### config.mk
export PLATFORM = sky130hd
export DESIGN_NAME = fifo_queue_move_to_front_top
export DESIGN_NICKNAME = d
export VERILOG_FILES = /design/src/hdl/fqmtf_pkg.sv /design/src/hdl/fifo_queue_move_to_front_top.sv /design/src/hdl/fqmtf_cell.sv
export SDC_FILE = /design/constraint.sdc
export NUM_CORES = 1
export LEC_CHECK = 0
export ABC_AREA = 0
export ABC_CLOCK_PERIOD_IN_PS = 16079
export BUFFER_PORTS_ARGS = -buffer_cell sky130_fd_sc_hd__buf_2
export CAP_MARGIN = 5
export CORE_ASPECT_RATIO = 0.9
export CORE_MARGIN = 3
export CORE_UTILIZATION = 45
export CTS_CLUSTER_SIZE = 40
export DETAILED_ROUTE_END_ITERATION = 7
export PLACE_DENSITY = 0.7
export SLEW_MARGIN = 20
export SYNTH_ARGS = -nofsm -noshare
export SYNTH_HDL_FRONTEND = slang
export SYNTH_HIERARCHICAL = 1
export SYNTH_SLANG_ARGS = --single-unit
### constraint.sdc
create_clock -name clock -period 16.08 [get_ports clock]
set_clock_uncertainty 0.1 [all_clocks]
set_input_delay 3.216 -clock clock [delete_from_list [all_inputs] [get_ports clock]]
set_output_delay 3.216 -clock clock [all_outputs]
set_load 0.02 [all_outputs]
### src/hdl/fqmtf_pkg.sv
// ----------------------------------------------------------------------------
// fqmtf_pkg
// Shared codes and constants of the move-to-front queue: item operations,
// result status, and the command set of the storage cells.
// ----------------------------------------------------------------------------
package fqmtf_pkg;

   // field widths fixed by the stream payload
   localparam int FIELD_W = 16;
   localparam int COUNT_W = 5;
   localparam int OP_W    = 2;
   localparam int STAT_W  = 2;

   // defaults for the top level parameters
   localparam int DEF_CAPACITY   = 16;
   localparam int DEF_DATA_WIDTH = 16;

   // operation requested by an input item
   typedef enum logic [OP_W-1:0] {
      OP_ENQUEUE = 2'd0,
      OP_DEQUEUE = 2'd1,
      OP_MOVE    = 2'd2,
      OP_QUERY   = 2'd3
   } op_type;

   // status reported with each result item
   typedef enum logic [STAT_W-1:0] {
      STAT_OK        = 2'd0,
      STAT_EMPTY     = 2'd1,
      STAT_NOT_FOUND = 2'd2,
      STAT_FULL      = 2'd3
   } status_type;

   // command broadcast to every cell in the chain
   typedef enum logic [2:0] {
      CELL_HOLD  = 3'd0,
      CELL_SNAP  = 3'd1,   // copy stored value into the read-out stage
      CELL_SHIFT = 3'd2,   // move read-out stage one cell toward the front
      CELL_ENQ   = 3'd3,   // addressed cell takes the data
      CELL_DEQ   = 3'd4,   // every cell takes its right neighbor's value
      CELL_MOVE  = 3'd5    // cells up to the index take the left neighbor's value
   } cell_op_type;

endpackage

### src/hdl/fifo_queue_move_to_front_top.sv
// ----------------------------------------------------------------------------
// fifo_queue_move_to_front_top
// Bounded ordered queue with enqueue, dequeue, move-to-front and query,
// built as a chain of storage cells with a read-out chain toward the front.
//
//   channel | dir | tdata (low bit up)                     | tuser
//   req_    | in  | value                                  | operation
//   rsp_    | out | front, back, middle, count, is_empty   | status
//
// Steps: an item updates the cells, snaps them into the read-out chain and
// reads out each entry; a move-to-front that searches first shifts the chain
// to a match or the last entry. The chain brings one entry per cycle to cell 0.
// Reset clears the fill count and the handshake state; entries need none.
// A finished result waits in the output register; a new item is accepted
// while it waits, and the next result holds until the register is taken.
// ----------------------------------------------------------------------------
module fifo_queue_move_to_front_top
   import fqmtf_pkg::*;
#(
   parameter int CAPACITY   = DEF_CAPACITY,
   parameter int DATA_WIDTH = DEF_DATA_WIDTH
) (
   input  logic        clock,
   input  logic        reset,
   input  logic        req_tvalid,
   output logic        req_tready,
   input  logic [15:0] req_tdata,   // [15:0] value
   input  logic [1:0]  req_tuser,   // [1:0] operation
   output logic        rsp_tvalid,
   input  logic        rsp_tready,
   output logic [55:0] rsp_tdata,   // [15:0] front_value, [31:16] back_value,
                                    // [47:32] middle_value, [52:48] count,
                                    // [53] is_empty, [55:54] zero
   output logic [1:0]  rsp_tuser    // [1:0] status
);

   localparam int IW = $clog2(CAPACITY);
   localparam int CW = $clog2(CAPACITY + 1);
   localparam int VW = (DATA_WIDTH < FIELD_W) ? DATA_WIDTH : FIELD_W;
   localparam logic [CW-1:0] FULL_COUNT = CW'(CAPACITY);

   typedef enum logic [2:0] {
      S_IDLE,
      S_SNAP,
      S_SEARCH,
      S_REPORT,
      S_DONE
   } state_type;

   state_type             state_ff, state_in;
   logic [CW-1:0]         cnt_ff, cnt_in;
   logic                  search_ff, search_in;
   logic [IW-1:0]         step_ff, step_in;
   logic [DATA_WIDTH-1:0] val_ff, val_in;
   status_type            status_ff, status_in;
   logic [DATA_WIDTH-1:0] mid_ff, mid_in;
   logic [DATA_WIDTH-1:0] back_ff, back_in;
   logic                  rsp_valid_ff, rsp_valid_in;
   logic [55:0]           rsp_data_ff, rsp_data_in;
   logic [1:0]            rsp_user_ff, rsp_user_in;

   cell_op_type           cmd_op;
   logic [IW-1:0]         cmd_index;
   logic [DATA_WIDTH-1:0] cmd_data;

   logic [DATA_WIDTH-1:0] value_w [CAPACITY];
   logic [DATA_WIDTH-1:0] rd_w    [CAPACITY];

   logic [DATA_WIDTH-1:0] in_val;
   logic [DATA_WIDTH-1:0] front_w;
   logic [DATA_WIDTH-1:0] rd_front;
   logic [CW-1:0]         last_idx;
   logic [CW-1:0]         half_cnt;
   logic [CW-1:0]         mid_idx;
   logic [CW-1:0]         step_ext;
   logic                  cnt_zero;

   // build the cell chain
   for (genvar i = 0; i < CAPACITY; i++) begin : g_cell
      logic [DATA_WIDTH-1:0] left_w;
      logic [DATA_WIDTH-1:0] right_w;
      logic [DATA_WIDTH-1:0] right_rd_w;

      if (i == 0) begin : g_first
         assign left_w = cmd_data;
      end else begin : g_inner_left
         assign left_w = value_w[i-1];
      end

      if (i == CAPACITY - 1) begin : g_last
         assign right_w    = value_w[i];
         assign right_rd_w = rd_w[i];
      end else begin : g_inner_right
         assign right_w    = value_w[i+1];
         assign right_rd_w = rd_w[i+1];
      end

      fqmtf_cell #(
         .DATA_WIDTH (DATA_WIDTH),
         .INDEX_W    (IW),
         .CELL_INDEX (i)
      ) u_cell (
         .clock       (clock),
         .cmd_op      (cmd_op),
         .cmd_index   (cmd_index),
         .cmd_data    (cmd_data),
         .left_value  (left_w),
         .right_value (right_w),
         .right_rd    (right_rd_w),
         .value_out   (value_w[i]),
         .rd_out      (rd_w[i])
      );
   end

   // derive queue positions from the fill count
   assign in_val   = DATA_WIDTH'(req_tdata[VW-1:0]);
   assign cnt_zero = (cnt_ff == '0);
   assign front_w  = cnt_zero ? '0 : value_w[0];
   assign rd_front = rd_w[0];
   assign last_idx = cnt_ff - 1'b1;
   assign half_cnt = cnt_ff >> 1;
   assign mid_idx  = (half_cnt == '0) ? '0 : half_cnt - 1'b1;
   assign step_ext = CW'(step_ff);

   assign req_tready = (state_ff == S_IDLE);

   // sequence one item through update, search and read-out
   always_comb begin
      state_in     = state_ff;
      cnt_in       = cnt_ff;
      search_in    = search_ff;
      step_in      = step_ff;
      val_in       = val_ff;
      status_in    = status_ff;
      mid_in       = mid_ff;
      back_in      = back_ff;
      rsp_valid_in = rsp_valid_ff;
      rsp_data_in  = rsp_data_ff;
      rsp_user_in  = rsp_user_ff;
      cmd_op       = CELL_HOLD;
      cmd_index    = '0;
      cmd_data     = val_ff;

      if (rsp_valid_ff && rsp_tready) begin
         rsp_valid_in = 1'b0;
      end

      case (state_ff)
         S_IDLE: begin
            if (req_tvalid) begin
               val_in    = in_val;
               cmd_data  = in_val;
               status_in = STAT_OK;
               search_in = 1'b0;
               state_in  = S_SNAP;
               case (op_type'(req_tuser))
                  OP_ENQUEUE: begin
                     if (cnt_ff == FULL_COUNT) begin
                        status_in = STAT_FULL;
                     end else begin
                        cmd_op    = CELL_ENQ;
                        cmd_index = cnt_ff[IW-1:0];
                        cnt_in    = cnt_ff + 1'b1;
                     end
                  end
                  OP_DEQUEUE: begin
                     if (cnt_zero) begin
                        status_in = STAT_EMPTY;
                     end else begin
                        cmd_op = CELL_DEQ;
                        cnt_in = cnt_ff - 1'b1;
                     end
                  end
                  OP_MOVE: begin
                     if (in_val == front_w) begin
                        status_in = STAT_OK;
                     end else if (cnt_zero) begin
                        status_in = STAT_EMPTY;
                     end else begin
                        search_in = 1'b1;
                     end
                  end
                  default: begin
                     status_in = STAT_OK;
                  end
               endcase
            end
         end
         S_SNAP: begin
            cmd_op  = CELL_SNAP;
            step_in = '0;
            if (search_ff) begin
               state_in = S_SEARCH;
            end else if (cnt_zero) begin
               mid_in   = '0;
               back_in  = '0;
               state_in = S_DONE;
            end else begin
               state_in = S_REPORT;
            end
         end
         S_SEARCH: begin
            if (rd_front == val_ff) begin
               cmd_op    = CELL_MOVE;
               cmd_index = step_ff;
               status_in = STAT_OK;
               search_in = 1'b0;
               state_in  = S_SNAP;
            end else if (step_ext == last_idx) begin
               status_in = STAT_NOT_FOUND;
               search_in = 1'b0;
               state_in  = S_SNAP;
            end else begin
               cmd_op  = CELL_SHIFT;
               step_in = step_ff + 1'b1;
            end
         end
         S_REPORT: begin
            if (step_ext == mid_idx) begin
               mid_in = rd_front;
            end
            if (step_ext == last_idx) begin
               back_in  = rd_front;
               state_in = S_DONE;
            end else begin
               cmd_op  = CELL_SHIFT;
               step_in = step_ff + 1'b1;
            end
         end
         S_DONE: begin
            if (!rsp_valid_ff || rsp_tready) begin
               rsp_valid_in = 1'b1;
               rsp_user_in  = status_ff;
               rsp_data_in  = 56'({cnt_zero,
                                   COUNT_W'(cnt_ff),
                                   FIELD_W'(mid_ff),
                                   FIELD_W'(back_ff),
                                   FIELD_W'(front_w)});
               state_in     = S_IDLE;
            end
         end
         default: begin
            state_in = S_IDLE;
         end
      endcase
   end

   // hold control state and the output register
   always_ff @(posedge clock) begin
      if (reset) begin
         state_ff     <= S_IDLE;
         cnt_ff       <= '0;
         search_ff    <= 1'b0;
         rsp_valid_ff <= 1'b0;
      end else begin
         state_ff     <= state_in;
         cnt_ff       <= cnt_in;
         search_ff    <= search_in;
         rsp_valid_ff <= rsp_valid_in;
      end
      step_ff     <= step_in;
      val_ff      <= val_in;
      status_ff   <= status_in;
      mid_ff      <= mid_in;
      back_ff     <= back_in;
      rsp_data_ff <= rsp_data_in;
      rsp_user_ff <= rsp_user_in;
   end

   assign rsp_tvalid = rsp_valid_ff;
   assign rsp_tdata  = rsp_data_ff;
   assign rsp_tuser  = rsp_user_ff;

endmodule

### src/hdl/fqmtf_cell.sv
// ----------------------------------------------------------------------------
// fqmtf_cell
// One queue position: a stored value and a read-out stage that feeds the
// read-out chain toward the front of the queue.
// ----------------------------------------------------------------------------
module fqmtf_cell
   import fqmtf_pkg::*;
#(
   parameter int DATA_WIDTH = DEF_DATA_WIDTH,
   parameter int INDEX_W    = 4,
   parameter int CELL_INDEX = 0
) (
   input  logic                  clock,
   input  cell_op_type           cmd_op,
   input  logic [INDEX_W-1:0]    cmd_index,
   input  logic [DATA_WIDTH-1:0] cmd_data,
   input  logic [DATA_WIDTH-1:0] left_value,
   input  logic [DATA_WIDTH-1:0] right_value,
   input  logic [DATA_WIDTH-1:0] right_rd,
   output logic [DATA_WIDTH-1:0] value_out,
   output logic [DATA_WIDTH-1:0] rd_out
);

   localparam logic [INDEX_W-1:0] MY_INDEX = INDEX_W'(CELL_INDEX);

   logic [DATA_WIDTH-1:0] value_ff, value_in;
   logic [DATA_WIDTH-1:0] rd_ff, rd_in;

   // select the next stored value and read-out value
   always_comb begin
      value_in = value_ff;
      rd_in    = rd_ff;
      case (cmd_op)
         CELL_SNAP: begin
            rd_in = value_ff;
         end
         CELL_SHIFT: begin
            rd_in = right_rd;
         end
         CELL_ENQ: begin
            if (cmd_index == MY_INDEX) begin
               value_in = cmd_data;
            end
         end
         CELL_DEQ: begin
            value_in = right_value;
         end
         CELL_MOVE: begin
            if (MY_INDEX <= cmd_index) begin
               value_in = left_value;
            end
         end
         default: begin
            value_in = value_ff;
         end
      endcase
   end

   // hold the entry
   always_ff @(posedge clock) begin
      value_ff <= value_in;
      rd_ff    <= rd_in;
   end

   assign value_out = value_ff;
   assign rd_out    = rd_ff;

endmodule
==> qor.txt <==
Power Density -> 136 nW/um2
Filler cells -> 5537
Post-CTS sizing -> 0
Ys Warns -> 6
CTS tree -> done
WHS Path Cells -> 0
Syn Area/Cell -> 14.6 um2
Via/cell ratio -> 5.79
Synth async-reset ratio -> 0
Worst r2r src -> g_cell[0].u_cell/rd_out[1]
Die Span Y -> 254 um
Reg2Reg Depth -> 9
Worst Path Arrival -> 7280 ps
Status -> finished, final reports clean
Skew-Pair Late Insertion Delay -> 640 ps
Mapped Cells -> 2095
Die Wd -> 281 um
Crit-path cells -> buf_2, nor2_1, and3_1, a21boi_0, or3_4, buf_4, buf_12, and4b_1, a22o_1
Final HPWL DP -> 50500 um
Hold path endpoint -> rsp_tdata[31]
First-pass GRT wire length -> 113000 um
Normalized max-slew margin -> 0.243
WP data required -> 16220 ps
# hold bufs at CTS -> 0
Peak fanout along the critical path -> 137
Actual slew at the worst max-slew pin -> 1140 ps
Core footprint -> 67200 um2
Setup Fix Bufs, Post-CTS -> 0
Most frequent cells in the layout -> edfxtp_1 (606), mux2_2 (320), nand2_1 (203)
Vias in the first global route -> 17995
Max incr delay on CP -> 720 ps
PortBufs -> 79
Utilization after layout -> 0.500
Peak VDD IR -> 0.0936 mV
Die area -> 71300 um2
Reg-to-reg slack, setup -> 10650 ps
Post-synth EDFFs -> 606
Slowest-stage cell, CP -> buf_12
Synth cell types -> 78
Fmax -> 140 MHz
Post-Route WL -> 75100 um
Final period util -> 0.444
CP top delay family -> buffers and inverters
Residual DRC -> 0
Kind of critical path -> input port to flop
#FFs+latches synth -> 632
GPL Wtd Cong -> 0.862
Max cap viols -> 0
Clk slew on worst S/H paths -> 60 ps
Leakage -> 11.6 nW
Clock sink count -> 632
CTS Buffer Depth -> 3
Max Slew Vio Count -> 0
Worst setup EP type -> flop
Post-layout minimum cycle time -> 7140 ps
H-tree levels -> 2
Initial antenna violation count -> 4
Endpoints failing setup -> 0
Mapped cell area -> 30700 um2
# nets final -> 2187
Crit path buf inv count -> 3
Total negative setup slack -> 0 ps
RSZ-0062 raised after global routing -> no
Ports -> 82
Commonest non-fill, non-tap cell in the layout -> edfxtp_1
Total GRT Usage -> 0.209
Wirelength per Cell -> 24.3 um
Total gr overflow -> 0
DR pass1 iterations -> 6
Sequential-to-total area share from yosys stat -> 0.610
Starting Density -> 0.456
Number of buffers created by CTS -> 60
Hold Crit Start -> back_ff[15]
Area growth, synth to finish -> 9.56%
HP Class -> flop to flop
Hold slack -> 318 ps
Vias post-DR -> 17885
Reg2reg end -> g_cell[8].u_cell/value_out[10]
Layout cell share with drive strength beyond 1 -> 0.292
Largest net degree at the start of global routing -> 138
FP Rows -> 90
Routed Antenna Nets -> 0
Initial DRC count -> 1928
Final hold vios -> 0
Ys flop type -> edfxtp_1
Nature of the critical path startpoint -> input port
CTS root buf -> clkbuf_16
## routing by layer
layer  up-vias  global-route usage  wire length, um
met4         0              0.0653             1930
met2       751               0.346            36200
met5         -                   0                0
li1       8097                   -                -
met3       130              0.0316             5220
met1      8907               0.284            31700
## layout make-up
| type | count | area [um2] | share of cell area |
|---|---|---|---|
| clock buffer | 69 | 1540 | 0.0457 |
| antenna | 3 | 7.51 | 0.000223 |
| inverter | 8 | 37.5 | 0.00112 |
| multi-input combinational | 1344 | 11100 | 0.331 |
| clock inverter | 43 | 413 | 0.0123 |
| sequential | 632 | 18700 | 0.557 |
| timing repair buffer | 115 | 686 | 0.0204 |
| tap | 874 | 1090 | 0.0325 |
## state kept, by name, indices dropped and copies added (netlist names)
register / cells
back_ff: 16
cnt_ff: 5
g_cell.u_cell/rd_out: 256
g_cell.u_cell/value_out: 256
mid_ff: 16
rsp_tdata: 54
rsp_tuser: 2
rsp_tvalid: 1
search_ff: 1
state_ff: 3
status_ff: 2
step_ff: 4
val_ff: 16
## metrics by stage
| step | total power, mW | instance area, um2 | worst slack, ps | cells |
|---|---|---|---|---|
| after floorplan | 2.91 | 30700 | 6500 | 2096 |
| after global placement | 3.12 | 31600 | 8400 | 2972 |
| after detailed placement | 3.16 | 31600 | 8110 | 2972 |
| after CTS | 4.58 | 33600 | 8760 | 3084 |
| after global routing | 4.75 | 33600 | 8690 | 3087 |
| final | 4.57 | 33600 | 8940 | 3088 |
## cells by family (layout without fill, tap and decap cells)
logic type      count (synthesis)  count (layout)  share of synthesized area
other cells                     1               5                   0.000122
buf+inv                       120             235                     0.0301
mux                           595             595                      0.219
xor+xnor                       54              54                     0.0154
flops                         632             632                      0.610
simple gates                  413             413                     0.0727
compound gates                276             276                     0.0510
fa+ha+maj                       4               4                    0.00163
## synthesized netlist by cell type (26+ instances only)
cell type,number,area (um2)
buf_6,30,338
mux2_2,320,3600
nand2_1,203,762
mux2_4,69,1040
clkbuf_1,33,124
xnor2_1,32,280
dfxtp_1,26,521
edfxtp_1,606,18200
nor2b_1,26,163
mux2i_1,194,1940
o21ai_0,187,936
nor2_1,61,229
## power breakdown
group | switching [mW] | internal (mW) | leakage, nW
Sequential | 0.100 | 2.13 | 5.83
Clock | 0.617 | 0.809 | 0.954
Combinational | 0.557 | 0.360 | 4.84
## worst reg2reg max path, stage by stage (launching register included)
cell	delay, ps
edfxtp_1	420
xor2_1	170
nor4_1	440
nand4_1	360
nor2_1	480
or3_4	620
buf_4	610
buf_12	750
and4b_1	370
a22o_1	710
## worst max path at each step
stage                     depth (start not counted)  slack [ps]         start                             end
after floorplan                                   7        6500    req_tvalid   g_cell[7].u_cell/value_out[0]
after global placement                            9        8400  req_tuser[1]    g_cell[13].u_cell/rd_out[10]
after detailed placement                          9        8110  req_tuser[1]    g_cell[12].u_cell/rd_out[10]
after CTS                                         9        8760  req_tuser[1]    g_cell[12].u_cell/rd_out[12]
after global routing                              9        8690  req_tuser[1]  g_cell[8].u_cell/value_out[10]
final                                             9        8940  req_tuser[1]  g_cell[8].u_cell/value_out[10]
Note: power is estimated with default switching activity, not from simulation.
